`src/sv/b2r_pkg.sv`:
```
package b2r_pkg;

   localparam int DISPLAY_WIDTH_DEF = 240;
   localparam int DISPLAY_HEIGHT_DEF = 320;
   localparam int MAX_IMAGE_WIDTH_DEF = 4096;

   localparam logic [16:0] SCALE_ONE = 17'h10000;
   localparam logic [15:0] ROUND_HALF = 16'h8000;
   localparam logic [15:0] GREEN_MASK = 16'h07E0;
   localparam logic [15:0] RED_MASK = 16'hF800;

   localparam logic [12:0] IMAGE_WIDTH_RESET = 13'd240;
   localparam logic [15:0] DATA_OFFSET_RESET = 16'd54;

   typedef enum logic [1:0] {
      REG_IMAGE_WIDTH = 2'd0,
      REG_DATA_OFFSET = 2'd1,
      REG_X_SCALE = 2'd2,
      REG_Y_SCALE = 2'd3
   } csr_index_type;

   typedef struct packed {
      logic [16:0] x_scale;
      logic [16:0] y_scale;
   } scale_type;

   typedef struct packed {
      logic [11:0] col;
      logic [15:0] row;
      logic [15:0] color;
   } pixel_type;

endpackage

```
`src/sv/b2r_if.sv`:
```
interface b2r_req_if;
   logic valid;
   logic ready;
   logic [7:0] data_byte;
   logic file_start;
   modport source(output valid, data_byte, file_start, input ready);
   modport sink(input valid, data_byte, file_start, output ready);
endinterface

interface b2r_rsp_if;
   logic valid;
   logic ready;
   logic [7:0] screen_col;
   logic [8:0] screen_row;
   logic [15:0] pixel_color;
   modport source(output valid, screen_col, screen_row, pixel_color, input ready);
   modport sink(input valid, screen_col, screen_row, pixel_color, output ready);
endinterface

interface b2r_csr_if;
   logic valid;
   logic ready;
   logic [1:0] index;
   logic [16:0] data;
   modport source(output valid, index, data, input ready);
   modport sink(input valid, index, data, output ready);
endinterface

```
`src/sv/b2r_csr.sv`:
```
module b2r_csr #(
   parameter int MAX_IMAGE_WIDTH = b2r_pkg::MAX_IMAGE_WIDTH_DEF,
   localparam int STRIDE_MAX = ((3 * MAX_IMAGE_WIDTH + 3) / 4) * 4,
   localparam int RBC_W = $clog2(STRIDE_MAX + 1)
) (
   input  logic clock,
   input  logic reset,
   b2r_csr_if.sink csr,
   output logic [RBC_W-1:0] row_bytes,
   output logic [RBC_W-1:0] stride,
   output logic [15:0] data_offset,
   output b2r_pkg::scale_type scale
);

   logic [RBC_W-1:0] row_bytes_ff, row_bytes_in;
   logic [RBC_W-1:0] stride_ff, stride_in;
   logic [15:0] data_offset_ff, data_offset_in;
   b2r_pkg::scale_type scale_ff, scale_in;
   logic [12:0] width_raw;
   int width_clamped;
   logic [16:0] scale_clamped;

   assign csr.ready = 1'b1;

   always_comb begin
      width_raw = csr.data[12:0];
      if (width_raw == 13'd0) begin
         width_clamped = 1;
      end else if (int'(width_raw) > MAX_IMAGE_WIDTH) begin
         width_clamped = MAX_IMAGE_WIDTH;
      end else begin
         width_clamped = int'(width_raw);
      end
      scale_clamped = (csr.data > b2r_pkg::SCALE_ONE) ? b2r_pkg::SCALE_ONE : csr.data;
      row_bytes_in = row_bytes_ff;
      stride_in = stride_ff;
      data_offset_in = data_offset_ff;
      scale_in = scale_ff;
      if (csr.valid) begin
         case (b2r_pkg::csr_index_type'(csr.index))
            b2r_pkg::REG_IMAGE_WIDTH: begin
               row_bytes_in = RBC_W'(3 * width_clamped);
               stride_in = RBC_W'(((3 * width_clamped + 3) / 4) * 4);
            end
            b2r_pkg::REG_DATA_OFFSET: data_offset_in = csr.data[15:0];
            b2r_pkg::REG_X_SCALE: scale_in.x_scale = scale_clamped;
            b2r_pkg::REG_Y_SCALE: scale_in.y_scale = scale_clamped;
            default: ;
         endcase
      end
   end

   always_ff @(posedge clock) begin
      if (reset) begin
         row_bytes_ff <= RBC_W'(3 * int'(b2r_pkg::IMAGE_WIDTH_RESET));
         stride_ff <= RBC_W'(((3 * int'(b2r_pkg::IMAGE_WIDTH_RESET) + 3) / 4) * 4);
         data_offset_ff <= b2r_pkg::DATA_OFFSET_RESET;
         scale_ff.x_scale <= b2r_pkg::SCALE_ONE;
         scale_ff.y_scale <= b2r_pkg::SCALE_ONE;
      end else begin
         row_bytes_ff <= row_bytes_in;
         stride_ff <= stride_in;
         data_offset_ff <= data_offset_in;
         scale_ff <= scale_in;
      end
   end

   assign row_bytes = row_bytes_ff;
   assign stride = stride_ff;
   assign data_offset = data_offset_ff;
   assign scale = scale_ff;

endmodule

```
`src/sv/b2r_parse.sv`:
```
module b2r_parse #(
   parameter int MAX_IMAGE_WIDTH = b2r_pkg::MAX_IMAGE_WIDTH_DEF,
   localparam int STRIDE_MAX = ((3 * MAX_IMAGE_WIDTH + 3) / 4) * 4,
   localparam int RBC_W = $clog2(STRIDE_MAX + 1)
) (
   input  logic clock,
   input  logic reset,
   b2r_req_if.sink req,
   input  logic [RBC_W-1:0] row_bytes,
   input  logic [RBC_W-1:0] stride,
   input  logic [15:0] data_offset,
   output logic pix_valid,
   output b2r_pkg::pixel_type pix,
   input  logic pix_ready
);

   typedef enum logic [1:0] {
      PHASE_BLUE = 2'd0,
      PHASE_GREEN = 2'd1,
      PHASE_RED = 2'd2
   } phase_type;

   logic [15:0] fp_ff, fp_in, fp;
   logic [1:0] phase_ff, phase_in, phase;
   logic [15:0] part_ff, part_in, part;
   logic [11:0] col_ff, col_in, col;
   logic [15:0] row_ff, row_in, row;
   logic [RBC_W-1:0] rbc_ff, rbc_in, rbc, rbc_next;
   logic pix_valid_ff, pix_valid_in;
   b2r_pkg::pixel_type pix_ff, pix_in;
   logic accept, emit;

   assign req.ready = !pix_valid_ff || pix_ready;
   assign accept = req.valid && req.ready;

   always_comb begin
      fp = req.file_start ? 16'd0 : fp_ff;
      phase = req.file_start ? 2'd0 : phase_ff;
      part = req.file_start ? 16'd0 : part_ff;
      col = req.file_start ? 12'd0 : col_ff;
      row = req.file_start ? 16'd0 : row_ff;
      rbc = req.file_start ? '0 : rbc_ff;
      fp_in = fp;
      phase_in = phase;
      part_in = part;
      col_in = col;
      row_in = row;
      rbc_in = rbc;
      rbc_next = rbc + RBC_W'(1);
      emit = 1'b0;
      pix_in.col = col;
      pix_in.row = row;
      pix_in.color = part | ({req.data_byte, 8'd0} & b2r_pkg::RED_MASK);
      if (fp < data_offset) begin
         fp_in = fp + 16'd1;
      end else begin
         if (rbc < row_bytes) begin
            case (phase_type'(phase))
               PHASE_BLUE: begin
                  part_in = {11'd0, req.data_byte[7:3]};
                  phase_in = PHASE_GREEN;
               end
               PHASE_GREEN: begin
                  part_in = part | ({5'd0, req.data_byte, 3'd0} & b2r_pkg::GREEN_MASK);
                  phase_in = PHASE_RED;
               end
               default: begin
                  emit = 1'b1;
                  part_in = 16'd0;
                  phase_in = PHASE_BLUE;
                  col_in = col + 12'd1;
               end
            endcase
         end
         if (rbc_next >= stride) begin
            rbc_in = '0;
            phase_in = PHASE_BLUE;
            part_in = 16'd0;
            col_in = 12'd0;
            if (row != 16'hFFFF) begin
               row_in = row + 16'd1;
            end
         end else begin
            rbc_in = rbc_next;
         end
      end
      if (accept) begin
         pix_valid_in = emit;
      end else if (pix_ready) begin
         pix_valid_in = 1'b0;
      end else begin
         pix_valid_in = pix_valid_ff;
      end
   end

   always_ff @(posedge clock) begin
      if (reset) begin
         fp_ff <= 16'd0;
         phase_ff <= PHASE_BLUE;
         part_ff <= 16'd0;
         col_ff <= 12'd0;
         row_ff <= 16'd0;
         rbc_ff <= '0;
         pix_valid_ff <= 1'b0;
      end else begin
         pix_valid_ff <= pix_valid_in;
         if (accept) begin
            fp_ff <= fp_in;
            phase_ff <= phase_in;
            part_ff <= part_in;
            col_ff <= col_in;
            row_ff <= row_in;
            rbc_ff <= rbc_in;
         end
      end
   end

   always_ff @(posedge clock) begin
      if (accept && emit) begin
         pix_ff <= pix_in;
      end
   end

   assign pix_valid = pix_valid_ff;
   assign pix = pix_ff;

endmodule

```
`src/sv/b2r_scale.sv`:
```
module b2r_scale #(
   parameter int DISPLAY_WIDTH = b2r_pkg::DISPLAY_WIDTH_DEF,
   parameter int DISPLAY_HEIGHT = b2r_pkg::DISPLAY_HEIGHT_DEF
) (
   input  logic clock,
   input  logic reset,
   input  logic pix_valid,
   input  b2r_pkg::pixel_type pix,
   output logic pix_ready,
   input  b2r_pkg::scale_type scale,
   b2r_rsp_if.source rsp
);

   logic [29:0] col_sum;
   logic [33:0] row_sum;
   logic [13:0] col_scaled;
   logic [17:0] row_scaled;
   logic visible;
   logic rsp_valid_ff, rsp_valid_in;
   logic [7:0] col_ff;
   logic [8:0] row_ff;
   logic [15:0] color_ff;

   assign pix_ready = !rsp_valid_ff || rsp.ready;

   always_comb begin
      col_sum = 30'(pix.col) * 30'(scale.x_scale) + 30'(b2r_pkg::ROUND_HALF);
      row_sum = 34'(pix.row) * 34'(scale.y_scale) + 34'(b2r_pkg::ROUND_HALF);
      col_scaled = col_sum[29:16];
      row_scaled = row_sum[33:16];
      visible = (32'(row_scaled) < 32'(DISPLAY_HEIGHT)) && (32'(col_scaled) < 32'(DISPLAY_WIDTH));
      if (pix_ready) begin
         rsp_valid_in = pix_valid && visible;
      end else begin
         rsp_valid_in = rsp_valid_ff;
      end
   end

   always_ff @(posedge clock) begin
      if (reset) begin
         rsp_valid_ff <= 1'b0;
      end else begin
         rsp_valid_ff <= rsp_valid_in;
      end
   end

   always_ff @(posedge clock) begin
      if (pix_ready && pix_valid) begin
         col_ff <= col_scaled[7:0];
         row_ff <= row_scaled[8:0];
         color_ff <= pix.color;
      end
   end

   assign rsp.valid = rsp_valid_ff;
   assign rsp.screen_col = col_ff;
   assign rsp.screen_row = row_ff;
   assign rsp.pixel_color = color_ff;

endmodule

```
`src/sv/bmp24_to_rgb565_scaled_writer_unit.sv`:
```
// Channel  Role    Payload                                    Moves a word when
// req      sink    data_byte, file_start                      valid && ready
// rsp      source  screen_col, screen_row, pixel_color        valid && ready
// csr      sink    index (2 bits), data (17 bits)             valid && ready
//
// One file byte is taken every cycle while req is ready; a red byte can emit a pixel write.
// The byte counters update on acceptance, then one scaling multiply per axis sits
// between the pixel register and the output register.
// Reset is synchronous; it clears the counters and restores the register defaults.
// A stalled rsp holds its word; req stops only when both pixel stages are full.
// The csr port is always ready.
module bmp24_to_rgb565_scaled_writer_unit #(
   parameter int DISPLAY_WIDTH = b2r_pkg::DISPLAY_WIDTH_DEF,
   parameter int DISPLAY_HEIGHT = b2r_pkg::DISPLAY_HEIGHT_DEF,
   parameter int MAX_IMAGE_WIDTH = b2r_pkg::MAX_IMAGE_WIDTH_DEF,
   localparam int STRIDE_MAX = ((3 * MAX_IMAGE_WIDTH + 3) / 4) * 4,
   localparam int RBC_W = $clog2(STRIDE_MAX + 1)
) (
   input  logic clock,
   input  logic reset,
   b2r_req_if.sink req,
   b2r_rsp_if.source rsp,
   b2r_csr_if.sink csr
);

   logic [RBC_W-1:0] row_bytes;
   logic [RBC_W-1:0] stride;
   logic [15:0] data_offset;
   b2r_pkg::scale_type scale;
   logic pix_valid;
   logic pix_ready;
   b2r_pkg::pixel_type pix;

   b2r_csr #(
      .MAX_IMAGE_WIDTH(MAX_IMAGE_WIDTH)
   ) u_csr (
      .clock(clock),
      .reset(reset),
      .csr(csr),
      .row_bytes(row_bytes),
      .stride(stride),
      .data_offset(data_offset),
      .scale(scale)
   );

   b2r_parse #(
      .MAX_IMAGE_WIDTH(MAX_IMAGE_WIDTH)
   ) u_parse (
      .clock(clock),
      .reset(reset),
      .req(req),
      .row_bytes(row_bytes),
      .stride(stride),
      .data_offset(data_offset),
      .pix_valid(pix_valid),
      .pix(pix),
      .pix_ready(pix_ready)
   );

   b2r_scale #(
      .DISPLAY_WIDTH(DISPLAY_WIDTH),
      .DISPLAY_HEIGHT(DISPLAY_HEIGHT)
   ) u_scale (
      .clock(clock),
      .reset(reset),
      .pix_valid(pix_valid),
      .pix(pix),
      .pix_ready(pix_ready),
      .scale(scale),
      .rsp(rsp)
   );

endmodule

```
`src/flat_wrapper.sv`:
```
// flat-port wrapper written by rule: the top's interface ports become plain ports
module bmp24_to_rgb565_scaled_writer_unit_flat 
#(
   parameter int DISPLAY_WIDTH = b2r_pkg::DISPLAY_WIDTH_DEF,
   parameter int DISPLAY_HEIGHT = b2r_pkg::DISPLAY_HEIGHT_DEF,
   parameter int MAX_IMAGE_WIDTH = b2r_pkg::MAX_IMAGE_WIDTH_DEF,
   localparam int STRIDE_MAX = ((3 * MAX_IMAGE_WIDTH + 3) / 4) * 4,
   localparam int RBC_W = $clog2(STRIDE_MAX + 1)
)
  (clock, reset, req_valid, req_data_byte, req_file_start, req_ready, rsp_valid, rsp_screen_col, rsp_screen_row, rsp_pixel_color, rsp_ready, csr_valid, csr_index, csr_data, csr_ready);
  b2r_req_if req_i ();
  b2r_rsp_if rsp_i ();
  b2r_csr_if csr_i ();
  input  logic clock;
  input  logic reset;
  input wire logic [$bits(req_i.valid)-1:0] req_valid;
  input wire logic [$bits(req_i.data_byte)-1:0] req_data_byte;
  input wire logic [$bits(req_i.file_start)-1:0] req_file_start;
  output wire logic [$bits(req_i.ready)-1:0] req_ready;
  output wire logic [$bits(rsp_i.valid)-1:0] rsp_valid;
  output wire logic [$bits(rsp_i.screen_col)-1:0] rsp_screen_col;
  output wire logic [$bits(rsp_i.screen_row)-1:0] rsp_screen_row;
  output wire logic [$bits(rsp_i.pixel_color)-1:0] rsp_pixel_color;
  input wire logic [$bits(rsp_i.ready)-1:0] rsp_ready;
  input wire logic [$bits(csr_i.valid)-1:0] csr_valid;
  input wire logic [$bits(csr_i.index)-1:0] csr_index;
  input wire logic [$bits(csr_i.data)-1:0] csr_data;
  output wire logic [$bits(csr_i.ready)-1:0] csr_ready;
  assign req_i.valid = req_valid;
  assign req_i.data_byte = req_data_byte;
  assign req_i.file_start = req_file_start;
  assign req_ready = req_i.ready;
  assign rsp_valid = rsp_i.valid;
  assign rsp_screen_col = rsp_i.screen_col;
  assign rsp_screen_row = rsp_i.screen_row;
  assign rsp_pixel_color = rsp_i.pixel_color;
  assign rsp_i.ready = rsp_ready;
  assign csr_i.valid = csr_valid;
  assign csr_i.index = csr_index;
  assign csr_i.data = csr_data;
  assign csr_ready = csr_i.ready;
  bmp24_to_rgb565_scaled_writer_unit #(.DISPLAY_WIDTH(DISPLAY_WIDTH), .DISPLAY_HEIGHT(DISPLAY_HEIGHT), .MAX_IMAGE_WIDTH(MAX_IMAGE_WIDTH)) u_core (.clock(clock), .reset(reset), .req(req_i), .rsp(rsp_i), .csr(csr_i));
endmodule
```
`config.mk`:
```
export PLATFORM = sky130hd
export DESIGN_NAME = bmp24_to_rgb565_scaled_writer_unit_flat
export DESIGN_NICKNAME = d
export VERILOG_FILES = /design/src/sv/b2r_pkg.sv /design/src/sv/b2r_if.sv /design/src/sv/b2r_csr.sv /design/src/sv/b2r_parse.sv /design/src/sv/b2r_scale.sv /design/src/sv/bmp24_to_rgb565_scaled_writer_unit.sv /design/src/flat_wrapper.sv
export SDC_FILE = /design/constraint.sdc
export NUM_CORES = 2
export LEC_CHECK = 0
export BUFFER_PORTS_ARGS = -buffer_cell sky130_fd_sc_hd__buf_4
export CAP_MARGIN = 25
export CORE_UTILIZATION = 55
export DETAILED_ROUTE_END_ITERATION = 8
export PLACE_DENSITY = 0.72
export SYNTH_ARGS = -nofsm -noshare
export SYNTH_HDL_FRONTEND = slang
export SYNTH_SLANG_ARGS = --single-unit
export TNS_END_PERCENT = 5
```
`constraint.sdc`:
```
create_clock -name clock -period 9.3 [get_ports clock]
set_input_delay 0.93 -clock clock [delete_from_list [all_inputs] [get_ports clock]]
set_output_delay 0.93 -clock clock [all_outputs]
set_load 0.05 [all_outputs]
```
=== Word-level counts from Yosys, hierarchy flattened ===
Cells that the tools add are included.

* Register bits: 231
* Input port bits: 33
* Output and inout port bits: 36
* Word-level logic and storage cells: 96

* Add/sub/neg operators: 8
* Multiply operators: 3
* $lt $le $gt $ge: 7
* Equal/unequal tests: 5
* Muxes and demuxes: 32
* Bitwise gates (word level): 3
* Reductions and logical operators: 19

{| class="wikitable"
|+ Operators with widths
! cell !! count
|-
| $mux 16 || 10
|-
| $mux 12 || 5
|-
| $mux 14 || 3
|-
| $add 33x16->34 const B || 1
|-
| $mul 16x17->33 || 1
|-
| $add 16x1->16 const B || 2
|-
| $add 32x3->32 const B || 1
|-
| $mul 3x32->32 const A || 1
|-
| $pmux 16 s2 || 1
|-
| $add 29x16->30 const B || 1
|-
| $mul 12x17->29 || 1
|-
| $mux 13 || 2
|-
| $lt 18x9->1 const B || 1
|-
| $gt 17x17->1 const B || 1
|-
| $mux 17 || 1
|-
| $lt 16x16->1 || 1
|-
| $ne 16x16->1 const B || 1
|-
| $or 16x11->16 || 1
|-
| $or 16x16->16 || 1
|-
| $add 14x1->14 const B || 1
|-
| $ge 14x14->1 || 1
|-
| $lt 14x14->1 || 1
|-
| $lt 14x8->1 const B || 1
|-
| $gt 13x13->1 const B || 1
|-
| other kinds (16) || 36
|}

=== Depth between registers and ports, before layout ===
* Word-level depth: 8
* Depth in mapped cells: 26
* Gate-level depth less buffers: 23

=== By module ===
From an unflattened synthesis, not the netlist that was laid out.

* Cells, all modules: 3136
* Area total of the unflattened synthesis: 27672.8 µm²

{| class="wikitable"
|+ By module, submodules not included
! module !! instances !! cells each !! area an instance (µm²)
|-
| b2r_scale || 1 || 1874 || 16847.4
|-
| b2r_parse || 1 || 764 || 6887.9
|-
| b2r_csr || 1 || 498 || 3937.5
|}

=== Least setup slack after synthesis ===
OpenSTA, ideal clock, no wires.

* Kind: register to register
* Start point: register u_core.u_parse.pix_ff, in the netlist u_core.u_parse.pix[25]
* End point: register u_core.u_scale.rsp_valid_ff, in the netlist u_core.u_scale.rsp.valid
* Library setup time: 70 ps
* Data arrival time: 6299 ps
* Slack: 2931 ps
* Stages on the path, launching flop included: 26
* Buffers on the path: 2
* Period minus slack after synthesis: 6369 ps
* Path through: edfxtp_1 -> clkbuf_1 -> clkbuf_1 -> nand2_1 -> fa_1 -> inv_1 -> fa_1 -> inv_1 -> fa_1 -> inv_1 -> fa_1 -> fa_1 -> inv_1 -> fa_1 -> inv_1 -> ha_1 -> a211oi_1 -> o211ai_1 -> a21boi_0 -> o31ai_1 -> a22o_1 -> nand4_1 -> mux2_2 -> nor4_1 -> nand4b_1 -> o2bb2ai_1

* Cells in the longest elaborated chain, start to end: 5

{| class="wikitable"
|+ RTL lines
! item !! RTL line !! source
|-
| from (decl) || b2r_parse.sv:30 || <nowiki>b2r_pkg::pixel_type pix_ff, pix_in;</nowiki>
|-
| from (signal assigned) || b2r_parse.sv:120 || <nowiki>pix_ff <= pix_in;</nowiki>
|-
| $mul 16x17->33 || b2r_scale.sv:28 || <nowiki>row_sum = 34'(pix.row) * 34'(scale.y_scale) + 34'(b2r_pkg::ROUND_HALF);</nowiki>
|-
| $add 33x16->34 || b2r_scale.sv:28 ||
|-
| $lt 18x9->1 || b2r_scale.sv:31 || <nowiki>visible = (32'(row_scaled) < 32'(DISPLAY_HEIGHT)) && (32'(col_scaled) < 32'(DISPLAY_WIDTH));</nowiki>
|-
| $logic_and 1x1->1 || b2r_scale.sv:31 ||
|-
| $logic_and 1x1->1 || b2r_scale.sv:33 || <nowiki>rsp_valid_in = pix_valid && visible;</nowiki>
|-
| to (signal assigned) || b2r_scale.sv:43 || <nowiki>rsp_valid_ff <= rsp_valid_in;</nowiki>
|-
| to (decl) || b2r_scale.sv:19 || <nowiki>logic rsp_valid_ff, rsp_valid_in;</nowiki>
|}

Every way passes these cells.
A chain may end at the register's enable or synchronous reset.

=== Worst setup path after layout ===
* Start point: register u_core.u_csr.scale_ff, in the netlist u_core.u_csr.scale[5]
* End point: register u_core.u_scale.rsp_valid_ff, in the netlist u_core.u_scale.rsp.valid

* Cells in the longest elaborated chain, start to end: 5

{| class="wikitable"
|+ RTL lines
! item !! RTL line !! source
|-
| from (decl) || b2r_csr.sv:18 || <nowiki>b2r_pkg::scale_type scale_ff, scale_in;</nowiki>
|-
| from (signal assigned) || b2r_csr.sv:64 || <nowiki>scale_ff <= scale_in;</nowiki>
|-
| $mul 16x17->33 || b2r_scale.sv:28 ||
|-
| $add 33x16->34 || b2r_scale.sv:28 ||
|-
| $lt 18x9->1 || b2r_scale.sv:31 ||
|-
| $logic_and 1x1->1 || b2r_scale.sv:31 ||
|-
| $logic_and 1x1->1 || b2r_scale.sv:33 ||
|}

Every way passes these cells.

==> flow_metrics.env <==
export IMPL_pwr_density_cell_nw_per_um2=80.24
export IMPL_vias_per_cell=5.701
export IMPL_critical_path_endpoint_type="register"
export IMPL_p_total_mw=2.294
export IMPL_worstSkewPairLatency_ns=0.57
export IMPL_place_worst_setup_slack_ns=2.223
export IMPL_clk_transition_reported_paths_ns=0.07
export IMPL_post_route_drc_count=0
export IMPL_start_util_pct=56.02
export IMPL_crit_arrival_ns=7.81
export IMPL_postCtsResizedCells=0
export IMPL_ant_nets=0
export IMPL_ys_async_sr_fraction_pct=0
export IMPL_outcome="complete, no violations"
export IMPL_cts_num_sinks=231
export IMPL_post_cts_setup_buffer_count=0
export IMPL_timing_final_max_slew_violations=0
export IMPL_wire_per_inst_um=18.03
export IMPL_synth_simple_gate_area_share_pct=19.79
export IMPL_synth_seq_area_share_pct=20.04
export IMPL_ys_types=83
export IMPL_detail_route_iter0_violations=1772
export IMPL_timing_fmax_ghz=0.1369
export IMPL_grt_start_max_net_pins=93
export IMPL_max_clock_path_buffers=3
export IMPL_synth_top_area_cell="sky130_fd_sc_hd__fa_1"
export IMPL_setup_slack_ns=1.997
export IMPL_finalNetCount=3686
export IMPL_placementRows=80
export IMPL_postSynthRegisterBits=231
export IMPL_placed_cells_incl_taps=3612
export IMPL_cts_root_buf="sky130_fd_sc_hd__clkbuf_16"
export IMPL_design_portCount=69
export IMPL_synth_adder_area_share_pct=39.16
export IMPL_final_cell_count_no_fill=3661
export IMPL_combinational_family_with_the_most_area_after_synthesis="adder cells"
export IMPL_unrepaired_setup_endpoints_after_global_routing="no"
export IMPL_avgSynthCellArea_um2=8.790
export IMPL_initial_antenna_violation_count=1
export IMPL_hp_class="register to register"
export IMPL_dr_pass1_iters=5
export IMPL_htreeDepth=1
export IMPL_gr_usage_all_layers_pct=27.29
export IMPL_die_h_um=223.2
export IMPL_via_count=20871
export IMPL_synthesized_area_fraction_occupied_by_ao_oa_aoi_and_oai_cells_pct=9.604
export IMPL_grt_first_pass_wirelength_mm=109.2
export IMPL_synth_xor_area_share_pct=2.245
export IMPL_synth_top_area_share_pct=26.70
export IMPL_power_leakage_nw=13.25
export IMPL_final_setup_skew_ns=0.01685
export IMPL_grt_pass1_vias=21581
export IMPL_final_period_minus_worst_setup_slack_ns=7.303
export IMPL_start_to_end_type_of_the_worst_setup_path="register to register"
export IMPL_post_route_cells_drive_above_1_share_pct=4.728
export IMPL_place_gp_congestion=0.9144
export IMPL_routed_wirelength_mm=66.00
export IMPL_ys_top_cells_by_area="sky130_fd_sc_hd__fa_1 (27%), sky130_fd_sc_hd__ha_1 (12%), sky130_fd_sc_hd__dfxtp_1 (11%)"
export IMPL_setup_tns_ns=0
export IMPL_hold_violations=0
export IMPL_cap_viol_max_count=0
export IMPL_place_hpwl_mm=49.58
export IMPL_cts_stage_hold_buffer_count=0
export IMPL_syn_area_um2=26920
export IMPL_buffer_ports_inserted=65
export IMPL_synth_warning_count=0
export IMPL_synth_area_mux_share_pct=0.07903
export IMPL_tightest_slew_ns=1.048
export IMPL_highest_fanout_seen_on_the_critical_path=17
export IMPL_syn_inst=3062
export IMPL_detailed_place_area_um2=27740
export IMPL_cts_tree="yes"
export IMPL_synth_edff_count=77
export IMPL_timing_max_slew_rel_slack_pct=29.90
export IMPL_min_period_over_period_pct=78.52
export IMPL_core_um2=48050
export IMPL_setup_viol=0
export IMPL_cp_data_required_time_ns=9.80
export IMPL_dieWidth_um=223.2
export IMPL_mappedNetlistNets=3722
export IMPL_antenna_cells_inserted=0
export IMPL_hold_slack_ns=0.4219
export IMPL_ys_flop_type="sky130_fd_sc_hd__dfxtp_1"
export IMPL_layout_area_overhead_vs_synth_pct=6.238
export IMPL_cts_buffers_inserted=26
export IMPL_grt_overflow_total=0
export IMPL_final_core_util_pct=59.52
export IMPL_fin_area_um2=28590
export IMPL_die_area_um2=49830
export IMPL_max_vdd_ir_drop_mv=0.1544
export IMPL_worst_setup_path_start_kind="register"
cell type report:
| type | count | area [um^2] |
|---|---|---|
| Tap cell | 615 | 769.5 |
| Timing Repair Buffer | 78 | 598.1 |
| Clock buffer | 33 | 706.9 |
| Inverter | 504 | 1892 |
| Multi-Input combinational cell | 2185 | 19090 |
| Sequential cell | 231 | 5395 |
| Clock inverter | 15 | 140.1 |
| Fill cell | 4167 | 19450 |
power by group:
part	leakage, nW	switching (mW)	internal (mW)	total, mW
Combinational	10.9	0.134	0.0725	0.206
Clock	0.420	0.447	0.573	1.02
Sequential	1.98	0.0191	1.05	1.07
Total	13.3	0.600	1.69	2.29
metal layers:
metal  global-route usage, %  share of wire [%]  vias to the layer above  wire length, um
met5                       0                  0                        -                0
met3                   4.478                7.2                      131             4734
li1                        -                  -                     9725                -
met1                   37.45                 44                    10265            28860
met4                   8.254                3.1                        0             2023
met2                   44.42                 46                      750            30390
critical path: stages (launching register included):
cell and delay (ns):
sky130_fd_sc_hd__dfxtp_1 0.92, sky130_fd_sc_hd__nand2_1 0.22, sky130_fd_sc_hd__fa_1 0.59, sky130_fd_sc_hd__inv_1 0.05
sky130_fd_sc_hd__fa_1 0.50, sky130_fd_sc_hd__inv_1 0.05, sky130_fd_sc_hd__fa_1 0.47, sky130_fd_sc_hd__inv_1 0.07
sky130_fd_sc_hd__fa_1 0.50, sky130_fd_sc_hd__fa_1 0.54, sky130_fd_sc_hd__inv_1 0.05, sky130_fd_sc_hd__fa_1 0.57
sky130_fd_sc_hd__inv_1 0.06, sky130_fd_sc_hd__ha_1 0.36, sky130_fd_sc_hd__a211oi_1 0.35, sky130_fd_sc_hd__o211ai_1 0.15
sky130_fd_sc_hd__a21boi_0 0.36, sky130_fd_sc_hd__o31ai_1 0.16, sky130_fd_sc_hd__a22o_1 0.28, sky130_fd_sc_hd__nand4_1 0.12
sky130_fd_sc_hd__mux2_2 0.34, sky130_fd_sc_hd__nor4_1 0.27, sky130_fd_sc_hd__nand4b_1 0.13, sky130_fd_sc_hd__o2bb2ai_1 0.13
logic make-up after synthesis:
kind of cell,Yosys count
buffers and inverters,646
flip-flops,231
AO/OA/AOI/OAI,399
XOR/XNOR,69
adder cells (fa/ha/maj),627
AND/OR/NAND/NOR,1087
other,1
multiplexers,2
flip-flops by register name, indices dropped and copies added, names as in the netlist, 12 cells and up:
| signal | count |
|---|---|
| u_core.u_parse.pix | 44 |
| u_core.u_csr.scale | 34 |
| u_core.u_csr.data_offset | 16 |
| u_core.u_parse.fp_ff | 16 |
| u_core.u_parse.part_ff | 16 |
| u_core.u_parse.row_ff | 16 |
| u_core.u_scale.rsp.pixel_color | 16 |
| u_core.u_csr.row_bytes | 14 |
| u_core.u_parse.rbc_ff | 14 |
| u_core.u_csr.stride | 12 |
| u_core.u_parse.col_ff | 12 |
Yosys cell counts, drive strengths merged (5+ instances only):
| master | instances |
|---|---|
| inv | 503 |
| nor2b | 85 |
| xnor2 | 42 |
| nor4 | 18 |
| and3 | 12 |
| or4 | 5 |
| o21ai | 69 |
| and2 | 220 |
| fa | 359 |
| nand4b | 5 |
| o211ai | 23 |
| nand2 | 466 |
| a21oi | 149 |
| edfxtp | 77 |
| clkbuf | 137 |
| or3 | 5 |
| xor2 | 27 |
| a22o | 12 |
| a21o | 29 |
| a21boi | 6 |
| o21a | 9 |
| nor3 | 22 |
| a211oi | 16 |
| nand4 | 33 |
| ha | 268 |
| a22oi | 16 |
| dfxtp | 154 |
| nand2b | 8 |
| a31oi | 13 |
| a211o | 6 |
| nand3b | 9 |
| nor2 | 114 |
| buf | 5 |
| nand3 | 72 |
final timing paths:
path / from / to / slack [ns] / cells past startpoint
max: u_core.u_csr.scale[5]$_SDFFE_PP0P_ / u_core.u_scale.rsp.valid$_SDFFE_PP0P_ / 2.00 / 23
min reg2reg: u_core.u_parse.pix[7]$_DFFE_PP_ / u_core.u_scale.rsp.pixel_color[7]$_DFFE_PP_ / 0.42 / 0
max reg2reg: u_core.u_csr.scale[5]$_SDFFE_PP0P_ / u_core.u_scale.rsp.valid$_SDFFE_PP0P_ / 2.00 / 23
min: u_core.u_parse.pix[7]$_DFFE_PP_ / u_core.u_scale.rsp.pixel_color[7]$_DFFE_PP_ / 0.42 / 0
cell usage in the layout, fill, tap and decap left out, types with 20 or more instances in the layout:
master | Yosys | final
sky130_fd_sc_hd__buf_4 | 1 | 77
sky130_fd_sc_hd__nand3_1 | 71 | 71
sky130_fd_sc_hd__edfxtp_1 | 77 | 77
sky130_fd_sc_hd__nor2b_1 | 85 | 85
sky130_fd_sc_hd__inv_1 | 503 | 502
sky130_fd_sc_hd__nor2_1 | 111 | 110
sky130_fd_sc_hd__nand4_1 | 33 | 33
sky130_fd_sc_hd__dfxtp_1 | 154 | 154
sky130_fd_sc_hd__nor3_1 | 20 | 20
sky130_fd_sc_hd__ha_1 | 268 | 268
sky130_fd_sc_hd__xnor2_1 | 42 | 42
sky130_fd_sc_hd__fa_1 | 359 | 359
sky130_fd_sc_hd__clkbuf_16 | 0 | 26
sky130_fd_sc_hd__a21o_1 | 29 | 29
sky130_fd_sc_hd__xor2_1 | 27 | 27
sky130_fd_sc_hd__a21oi_1 | 148 | 148
sky130_fd_sc_hd__o21ai_0 | 61 | 61
sky130_fd_sc_hd__and2_1 | 220 | 220
sky130_fd_sc_hd__nand2_1 | 466 | 466
sky130_fd_sc_hd__o211ai_1 | 23 | 23
Note: power is estimated with default switching activity, not from simulation.
